==> config.mk <==
export PLATFORM = sky130hd
export DESIGN_NAME = ping_latency_monitor
export DESIGN_NICKNAME = d
export VERILOG_FILES = /design/src/hdl/plm_pkg.sv /design/src/hdl/ping_latency_monitor.sv
export SDC_FILE = /design/constraint.sdc
export NUM_CORES = 2
export LEC_CHECK = 0
export BUFFER_PORTS_ARGS = -buffer_cell sky130_fd_sc_hd__clkbuf_2
export CAP_MARGIN = 15
export CELL_PAD_IN_SITES_DETAIL_PLACEMENT = 0
export CELL_PAD_IN_SITES_GLOBAL_PLACEMENT = 1
export CORE_ASPECT_RATIO = 1.5
export CORE_MARGIN = 2
export CORE_UTILIZATION = 45
export DETAILED_ROUTE_END_ITERATION = 6
export GPL_TIMING_DRIVEN = 0
export PLACE_DENSITY = 0.69
export SYNTH_ARGS = -nofsm -noshare
export SYNTH_HDL_FRONTEND = slang
export SYNTH_SLANG_ARGS = --single-unit
==> constraint.sdc <==
create_clock -name clk -period 14.6 [get_ports clk]
set_clock_uncertainty 0.05 [all_clocks]
set_input_delay 1.46 -clock clk [delete_from_list [all_inputs] [get_ports clk]]
set_output_delay 1.46 -clock clk [all_outputs]
set_load 0.005 [all_outputs]
==> src/hdl/plm_pkg.sv <==
// ----------------------------------------------------------------------------
// plm_pkg
// Shared types and constants for the round-trip latency monitor.
// ----------------------------------------------------------------------------
package plm_pkg;

  localparam int OUTSTANDING_DEF = 16;
  localparam int WINDOW_DEF      = 30;
  localparam logic [15:0] MAX_DELAY_RST = 16'd15000;

  typedef enum logic [2:0] {
    OP_TICK      = 3'd0,
    OP_ISSUE     = 3'd1,
    OP_REQ_IN    = 3'd2,
    OP_REPLY_IN  = 3'd3,
    OP_SWEEP     = 3'd4
  } op_t;

  typedef enum logic [1:0] {
    KIND_SEND_REQ   = 2'd0,
    KIND_SEND_REPLY = 2'd1,
    KIND_MEASURED   = 2'd2,
    KIND_TIMEOUT    = 2'd3
  } kind_t;

  typedef enum logic [2:0] {
    ST_IDLE,
    ST_SCAN,
    ST_DIV,
    ST_POST,
    ST_FLUSH
  } state_t;

  typedef struct packed {
    logic [2:0]  op;
    logic [15:0] tag;
  } in_item_t;

  typedef struct packed {
    logic [1:0]  kind;
    logic [15:0] out_tag;
    logic        table_full;
    logic [15:0] elapsed_ms;
    logic [15:0] average_ms;
    logic        last;
  } out_item_t;

endpackage

==> src/hdl/ping_latency_monitor.sv <==
// ----------------------------------------------------------------------------
// ping_latency_monitor
// Round-trip latency monitor with an outstanding table and a moving average.
// ----------------------------------------------------------------------------
//  channel  | handshake             | payload
//  ---------+-----------------------+-----------------
//  in       | in_valid / in_ready   | in_data  (op, tag)
//  out      | out_valid / out_ready | out_data (result item)
//  cfg      | cfg_we                | cfg_data (max_delay_ms)
//
// a tick completes in idle; issue and incoming request go through flush. a reply
// or sweep scans the table one entry a cycle, pausing at each hit for a bit-serial
// divide for the new average and while a held result waits for out to be free.
// one result is held back so the final one can carry last.
// in_ready is low while an item is in progress; out stalls stretch it.
// rst is synchronous and clears the state, table valid bits, window and out_valid.
module ping_latency_monitor #(
  parameter int OUTSTANDING = plm_pkg::OUTSTANDING_DEF,
  parameter int WINDOW      = plm_pkg::WINDOW_DEF
) (
  input  logic               clk,
  input  logic               rst,
  input  logic               in_valid,
  output logic               in_ready,
  input  plm_pkg::in_item_t  in_data,
  output logic               out_valid,
  input  logic               out_ready,
  output plm_pkg::out_item_t out_data,
  input  logic               cfg_we,
  input  logic [15:0]        cfg_data
);
  import plm_pkg::*;

  localparam int IDXW = $clog2(OUTSTANDING);
  localparam int HW   = (WINDOW > 1) ? $clog2(WINDOW) : 1;
  localparam int CNTW = $clog2(WINDOW + 1);
  localparam int SUMW = 16 + CNTW;
  localparam int DCW  = $clog2(SUMW + 1);
  localparam int OUTW = $bits(out_item_t);

  state_t state, state_next;

  logic [15:0] max_delay;
  logic [31:0] now_ms;
  logic [15:0] next_tag;
  logic [OUTSTANDING-1:0] entry_valid;
  logic [15:0] entry_tag   [OUTSTANDING];
  logic [31:0] entry_start [OUTSTANDING];
  logic [15:0] window_values [WINDOW];
  logic [HW-1:0]   window_head;
  logic [CNTW-1:0] window_count;
  logic [SUMW-1:0] window_sum;
  logic [15:0] average_delay;

  op_t         cur_op;
  logic [15:0] cur_tag;
  logic [IDXW-1:0] idx;
  logic [16:0] limit;

  logic [SUMW-1:0] div_num;
  logic [CNTW-1:0] div_rem;
  logic [CNTW-1:0] div_den;
  logic [DCW-1:0]  div_cnt;

  out_item_t   pend;
  logic        have_pend;
  logic [1:0]  res_kind;
  logic [15:0] res_tag;
  logic [15:0] res_elapsed;

  // free slot search
  logic            have_free;
  logic [IDXW-1:0] free_idx;
  always_comb begin
    have_free = 1'b0;
    free_idx  = '0;
    for (int i = OUTSTANDING - 1; i >= 0; i--) begin
      if (!entry_valid[i]) begin
        have_free = 1'b1;
        free_idx  = IDXW'(i);
      end
    end
  end

  // entry under scan
  logic [31:0] age;
  logic [15:0] age_sat;
  logic        hit;
  logic        last_idx;
  always_comb begin
    age      = now_ms - entry_start[idx];
    age_sat  = (|age[31:16]) ? 16'hFFFF : age[15:0];
    last_idx = (idx == IDXW'(OUTSTANDING - 1));
    if (cur_op == OP_REPLY_IN) begin
      hit = entry_valid[idx] && (entry_tag[idx] == cur_tag);
    end else begin
      hit = entry_valid[idx] && (age >= {15'd0, limit});
    end
  end

  // window update for the value under scan
  logic            win_full;
  logic [SUMW-1:0] sum_next;
  logic [CNTW-1:0] count_next;
  logic [HW-1:0]   head_next;
  always_comb begin
    win_full   = (window_count == CNTW'(WINDOW));
    sum_next   = window_sum + SUMW'(age_sat)
                 - (win_full ? SUMW'(window_values[window_head]) : '0);
    count_next = win_full ? window_count : window_count + CNTW'(1);
    head_next  = (window_head == HW'(WINDOW - 1)) ? '0 : window_head + HW'(1);
  end

  // divider step
  logic [CNTW:0]   trial;
  logic            ge;
  logic [CNTW:0]   diff;
  always_comb begin
    trial = {div_rem, div_num[SUMW-1]};
    ge    = (trial >= {1'b0, div_den});
    diff  = trial - {1'b0, div_den};
  end

  logic        out_free;
  logic        out_load;
  logic [15:0] min_delay;
  assign out_free  = !out_valid || out_ready;
  assign out_load  = have_pend && out_free && (state == ST_POST || state == ST_FLUSH);
  assign min_delay = (average_delay < max_delay) ? average_delay : max_delay;

  // next state
  always_comb begin
    state_next = state;
    case (state)
      ST_IDLE: begin
        if (in_valid) begin
          case (in_data.op)
            OP_ISSUE, OP_REQ_IN:    state_next = ST_FLUSH;
            OP_REPLY_IN, OP_SWEEP:  state_next = ST_SCAN;
            default:                state_next = ST_IDLE;
          endcase
        end
      end
      ST_SCAN: begin
        if (hit) begin
          state_next = ST_DIV;
        end else if (last_idx) begin
          state_next = ST_FLUSH;
        end
      end
      ST_DIV: begin
        if (div_cnt == '0) begin
          state_next = ST_POST;
        end
      end
      ST_POST: begin
        if (!have_pend || out_free) begin
          state_next = (cur_op == OP_REPLY_IN || last_idx) ? ST_FLUSH : ST_SCAN;
        end
      end
      ST_FLUSH: begin
        if (out_free) begin
          state_next = ST_IDLE;
        end
      end
      default: state_next = ST_IDLE;
    endcase
  end

  // outputs
  always_comb begin
    in_ready = (state == ST_IDLE);
  end

  always_ff @(posedge clk) begin
    if (rst) begin
      state         <= ST_IDLE;
      max_delay     <= MAX_DELAY_RST;
      now_ms        <= '0;
      next_tag      <= '0;
      entry_valid   <= '0;
      window_head   <= '0;
      window_count  <= '0;
      window_sum    <= '0;
      average_delay <= '0;
      have_pend     <= 1'b0;
      out_valid     <= 1'b0;
    end else begin
      state <= state_next;
      if (cfg_we) begin
        max_delay <= cfg_data;
      end
      if (out_load) begin
        out_valid <= 1'b1;
      end else if (out_valid && out_ready) begin
        out_valid <= 1'b0;
      end
      case (state)
        ST_IDLE: begin
          if (in_valid) begin
            cur_op  <= op_t'(in_data.op);
            cur_tag <= in_data.tag;
            idx     <= '0;
            limit   <= {min_delay, 1'b0};
            case (in_data.op)
              OP_TICK: now_ms <= now_ms + 32'd1;
              OP_ISSUE: begin
                next_tag <= next_tag + 16'd1;
                if (have_free) begin
                  entry_valid[free_idx] <= 1'b1;
                  entry_tag[free_idx]   <= next_tag;
                  entry_start[free_idx] <= now_ms;
                end
                pend      <= '{KIND_SEND_REQ, next_tag, !have_free, 16'd0,
                               average_delay, 1'b1};
                have_pend <= 1'b1;
              end
              OP_REQ_IN: begin
                pend      <= '{KIND_SEND_REPLY, in_data.tag, 1'b0, 16'd0,
                               average_delay, 1'b1};
                have_pend <= 1'b1;
              end
              default: ;
            endcase
          end
        end
        ST_SCAN: begin
          if (hit) begin
            entry_valid[idx]           <= 1'b0;
            window_values[window_head] <= age_sat;
            window_sum   <= sum_next;
            window_count <= count_next;
            window_head  <= head_next;
            res_kind     <= (cur_op == OP_REPLY_IN) ? KIND_MEASURED : KIND_TIMEOUT;
            res_tag      <= entry_tag[idx];
            res_elapsed  <= age_sat;
            div_num      <= sum_next;
            div_rem      <= '0;
            div_den      <= count_next;
            div_cnt      <= DCW'(SUMW - 1);
          end else if (!last_idx) begin
            idx <= idx + IDXW'(1);
          end
        end
        ST_DIV: begin
          div_rem <= ge ? diff[CNTW-1:0] : trial[CNTW-1:0];
          div_num <= {div_num[SUMW-2:0], ge};
          div_cnt <= div_cnt - DCW'(1);
        end
        ST_POST: begin
          if (!have_pend || out_free) begin
            if (have_pend) begin
              out_data <= pend;
            end
            pend          <= '{res_kind, res_tag, 1'b0, res_elapsed,
                               div_num[15:0], 1'b0};
            have_pend     <= 1'b1;
            average_delay <= div_num[15:0];
            if (!last_idx) begin
              idx <= idx + IDXW'(1);
            end
          end
        end
        ST_FLUSH: begin
          if (out_free) begin
            if (have_pend) begin
              // the final result of the item carries last
              out_data <= {pend[OUTW-1:1], 1'b1};
            end
            have_pend <= 1'b0;
          end
        end
        default: ;
      endcase
    end
  end

  // a new item never finds a held-back result
  assert property (@(posedge clk) disable iff (rst) in_ready |-> !have_pend)
    else $error("held result left over at idle");

  assert property (@(posedge clk) disable iff (rst)
    state == ST_DIV |=> (state == ST_DIV || state == ST_POST))
    else $error("divide left early");

  assert property (@(posedge clk) disable iff (rst)
    window_count <= CNTW'(WINDOW))
    else $error("window count overflow");

  assert property (@(posedge clk) disable iff (rst)
    out_valid && (out_data.kind == KIND_SEND_REQ || out_data.kind == KIND_SEND_REPLY)
    |-> out_data.last)
    else $error("send item without last");

endmodule
## After elaboration in Yosys (flattened, before gate mapping)

Memories as Yosys holds them, arrays and structs flattened. A register that Yosys moved wholly into a read port is not among the register bits.
Index checks and enable logic that the tools add are counted.

- Word-level logic and storage cells: 225
- Memory bits (writable): 1248
- Flip-flop bits (word level): 345
- Output and inout bits: 54
- Memories: 3

- Add/subtract/negate cells: 10
- Muxes and demuxes: 101
- Eq/ne operators: 26
- Bitwise gates (word level): 4
- Reduce and logical (&&, ||, !) cells: 40
- $lt $le $gt $ge: 7

Memory list:

| name | depth | width | rd ports | clocked after memory_dff | wr ports | line | RTL |
|---|---|---|---|---|---|---|---|
| entry_start | 16 | 32 | 1 | 1 | 1 | ping_latency_monitor.sv:48 | `logic [31:0] entry_start [OUTSTANDING];` |
| window_values | 30 | 16 | 1 | 1 | 1 | ping_latency_monitor.sv:49 | `logic [15:0] window_values [WINDOW];` |
| entry_tag | 16 | 16 | 1 | 1 | 1 | ping_latency_monitor.sv:47 | `logic [15:0] entry_tag [OUTSTANDING];` |

Operators by type and width:

| operator | count |
|---|---|
| $mux 52 | 6 |
| $pmux 52 s2 | 3 |
| $mux 16 | 7 |
| $mux 4 | 22 |
| $pmux 21 s2 | 1 |
| $mux 1 | 37 |
| $mux 5 | 7 |
| $add 32x1->32 const B | 1 |
| $ge 32x17->1 | 1 |
| $pmux 16 s2 | 1 |
| $sub 32x32->32 | 1 |
| $reduce_and 5->1 | 5 |
| $add 21x16->21 | 1 |
| $mux 21 | 1 |
| $mux 3 | 7 |
| $sub 21x16->21 | 1 |
| $pmux 5 s2 | 2 |
| $add 16x1->16 const B | 1 |
| $and 16x16->16 | 1 |
| $eq 16x16->1 | 1 |
| $lt 16x16->1 | 1 |
| $ne 2x2->1 const B | 8 |
| $not 16->16 | 1 |
| $or 16x16->16 | 1 |
| other kinds (34) | 70 |

## Depth between registers and ports, before layout

- Depth in word-level cells: 25
- Depth in mapped cells: 39
- Depth with buffers taken out: 30

## Worst setup path after synthesis

OpenSTA, ideal clock, no wires.

- Path type: reg-to-reg
- Start point: register (tool-made name)
- End point: register div_num[19], data pin
- Required time: 14.297 ns
- Arrival time: 8.985 ns
- Clock period less this slack: 9.288 ns
- Cell stages (with the launch flop): 37
- Buffers on the path: 8
- Setup slack: 5.312 ns
- Cells stage by stage: dfxtp_1 clkbuf_1 clkbuf_1 buf_2 buf_2 buf_2 buf_1 mux4_2 mux4_2 ha_1 fa_1 nand2b_1 a21oi_1 o211ai_1 a211o_1 a211oi_1 or4_1 a41oi_1 and4bb_2 nand2b_1 clkbuf_1 clkbuf_1 nor2_1 fa_1 inv_1 ha_1 a211oi_1 nor2_1 o41a_1 o211a_1 nor4_1 o21ai_0 a31oi_1 mux2i_1 nand3_1 nand2_1 nand2_1

RTL lines:

| item | line | RTL |
|---|---|---|
| end signal, assigned | ping_latency_monitor.sv:237 | `div_num <= sum_next;` |
| end signal, assigned | ping_latency_monitor.sv:247 | `div_num <= {div_num[SUMW-2:0], ge};` |
| end, declared | ping_latency_monitor.sv:60 | `logic [SUMW-1:0] div_num;` |

==> metrics <==
vias per cell=5.75; multiplexer share of the synthesized area=14.4%; DPL Wire Length=124,000 um; flops & latches, synth=1,601; Mapped Cells=3,824; DR iter-0 viols=3,181; Finished Core Util=51.9%; grt ovf=0; largest family of logic cells by synthesized area=multiplexers; syn_area_per_cell=17.3 um^2; Post-CTS Hold Fix Bufs=0; most used cell along the critical path=clkbuf_1; routability-driven placement congestion ratio=0.856; Synth Area in XOR/XNOR=1.73%; PD cells=123 nW/um^2; status=complete, no violations; CP Launch Type=flop; Root Buffer=clkbuf_16; number of distinct library cells after synthesis=74; Critical Path Slowest Stage Cell=clkbuf_1; synthesized area=66,200 um^2; most frequent cell after synthesis=edfxtp_1; CTS sink cnt=1,601; DRC errors left=0; IO Port Bufs=92; die span in y=474 um; final hold violations=0; Yosys warning total=0; Post-synth ARST share=0%; final antenna-violating net count=0; Power, Total=9.33 mW; top_reg_cell synth=edfxtp_1; # IOs=94; worst hold path class=flop to flop; initial antenna violation count=8; fraction of the mapped netlist area in simple logic gates=5.19%; H-tree levels=4; pins over their slew limit=0; Initial DRT Pass Iterations=7; Post-CTS Setup Bufs=0; CTS clk-pin slew, worst paths=0.06 ns; CTS tree=yes; Core Region=146,000 um^2; RSZ-0062 raised after global routing=false; cts bufs inserted=150; actual slew at the worst max-slew pin=1.23 ns; critical path class=flop to flop; Total GRT Usage=23.7%; CTS resizes=0; Final Net Count=4,331; Post-synth top cells=edfxtp_1, mux4_2, nand2_1, nor2_1, inv_1; EDFF count, synth=1,460; Row Count=172; headroom to the max-slew limit=18.3%; fin crit share=85.2%; top cells by area, synth=edfxtp_1, mux4_2, dfxtp_1; clk_lat worst skew=0.81 ns; register area share after synthesis=70.5%; WL per Instance=28.3 um; Initial Util=45.3%; Routed WL=176,000 um; share of layout cells above drive strength 1=21.0%; Synth-to-Final Area Change=14.6%; Worst EP arrival=12.93 ns; Max stage delay on crit path=0.76 ns; Synth Area in Adders=2.55%; number of fill cells=11,954; Worst Setup End Kind=flop; Critical Path RT=15.10 ns; Die ar.=150,000 um^2; Clock Tree Buf Depth=3; setup TNS=0 ns; # setup viols final=0; post-synth top area cell=edfxtp_1; syn nets=3,988; largest net degree at the start of global routing=33; Leakage=25.8 nW; first-pass GRT wire length=252,000 um; maximum VDD drop=0.103 mV; vias in the first global route=36,236; Synth Area in Compound Gates=3.62%; crit path time final=12.44 ns; Max Cap Violations=0; routed vias=35,681; Max Fclk=80.4 MHz; Die X=317 um; share of the synthesized area in the top cell type=66.2%; Max FO, Critical Path=10
==> critical path: cells and delay by family, from the launching register on <==
| family | cells | cell delay, ns |
|---|---|---|
| buffers and inverters | 9 | 3.65 |
| and+or+nand+nor | 9 | 1.90 |
| adders and majority gates | 4 | 1.42 |
| DFF | 1 | 0.31 |
| AOI/OAI and AO/OA | 11 | 3.42 |
| muxes | 3 | 1.40 |
==> path summary, 6_finish.rpt <==
path	from	to	slack [ns]	cells after the start
worst max register to register	flop	div_num[19]	2.16	36
worst min register to register	pend[40]	out_data[40]	0.37	0
worst min-delay path	pend[40]	out_data[40]	0.37	0
worst max-delay path	flop	div_num[19]	2.16	36
==> through the flow <==
stage / hold WS, ns / worst slack, ns / instance area (um^2) / cells
2_1_floorplan: 0.350 / 5.31 / 66200 / 3824
3_3_place_gp: 0.351 / 2.07 / 69100 / 5830
4_1_cts: 0.369 / 2.13 / 75600 / 6189
5_1_grt: 0.370 / 1.45 / 75900 / 6205
6_report: 0.369 / 2.16 / 75900 / 6207
3_5_place_dp: 0.355 / 2.17 / 70700 / 5914
==> per-layer routing <==
metal	GRT usage (%)	part of all wire, %	up-vias
li1	-	-	15675
met1	28.2	38	18679
met2	42.6	53	1059
met3	3.34	4.8	264
met4	10.1	4.2	4
met5	0	0.015	-
==> area by class of cell <==
class,count,area [um^2],share of cell area [%]
inverter,172,646,0.851
multi-input combinational,1883,18500,24.4
clock buffer,187,4000,5.27
antenna,3,7.51,0.00989
buffer,168,689,0.908
sequential,1601,46700,61.5
timing repair buffer,191,2050,2.70
tap,1914,2390,3.16
clock inverter,88,922,1.21
==> state kept, by name (all words and copies together), names as in the netlist, 21 cells and up, named ones only <==
signal         flops
entry_start      512
window_values    480
entry_tag        256
out_data          52
pend              52
now_ms            32
div_num           21
window_sum        21
==> cells in the final DEF (no fill, tap or decap), types with 22 or more instances in the layout <==
cell and n:
dfxtp_1 141, a211oi_1 33, clkbuf_16 153, clkinv_2 28
o21ai_0 79, nor2b_1 30, mux4_2 359, nor3_1 23
inv_1 168, buf_1 36, mux2i_1 101, xnor2_1 61
nor2_1 193, xor2_1 70, mux2_2 42, edfxtp_1 1460
a21oi_1 110, nand4_1 26, clkinv_1 29, nand2b_1 22
clkbuf_2 92, ha_1 106, nand2_1 272, buf_12 35
and3_1 30, buf_6 32, clkbuf_1 141, nor3_2 30
nand3_1 52
==> power by group <==
part	switching (mW)	internal, mW	leakage, nW	total (mW)
sequential	0.0123	4.95	15.4	4.96
clock	1.75	2.19	2.39	3.94
combinational	0.266	0.165	8.04	0.431
total	2.02	7.31	25.8	9.33
==> kinds of logic after synthesis <==
family / Yosys count
adders and majority gates: 124
buffers and inverters: 340
DFF: 1601
and+or+nand+nor: 757
muxes: 502
AOI/OAI and AO/OA: 369
xor gates and xnor gates: 131
Note: power is estimated with default switching activity, not from simulation.
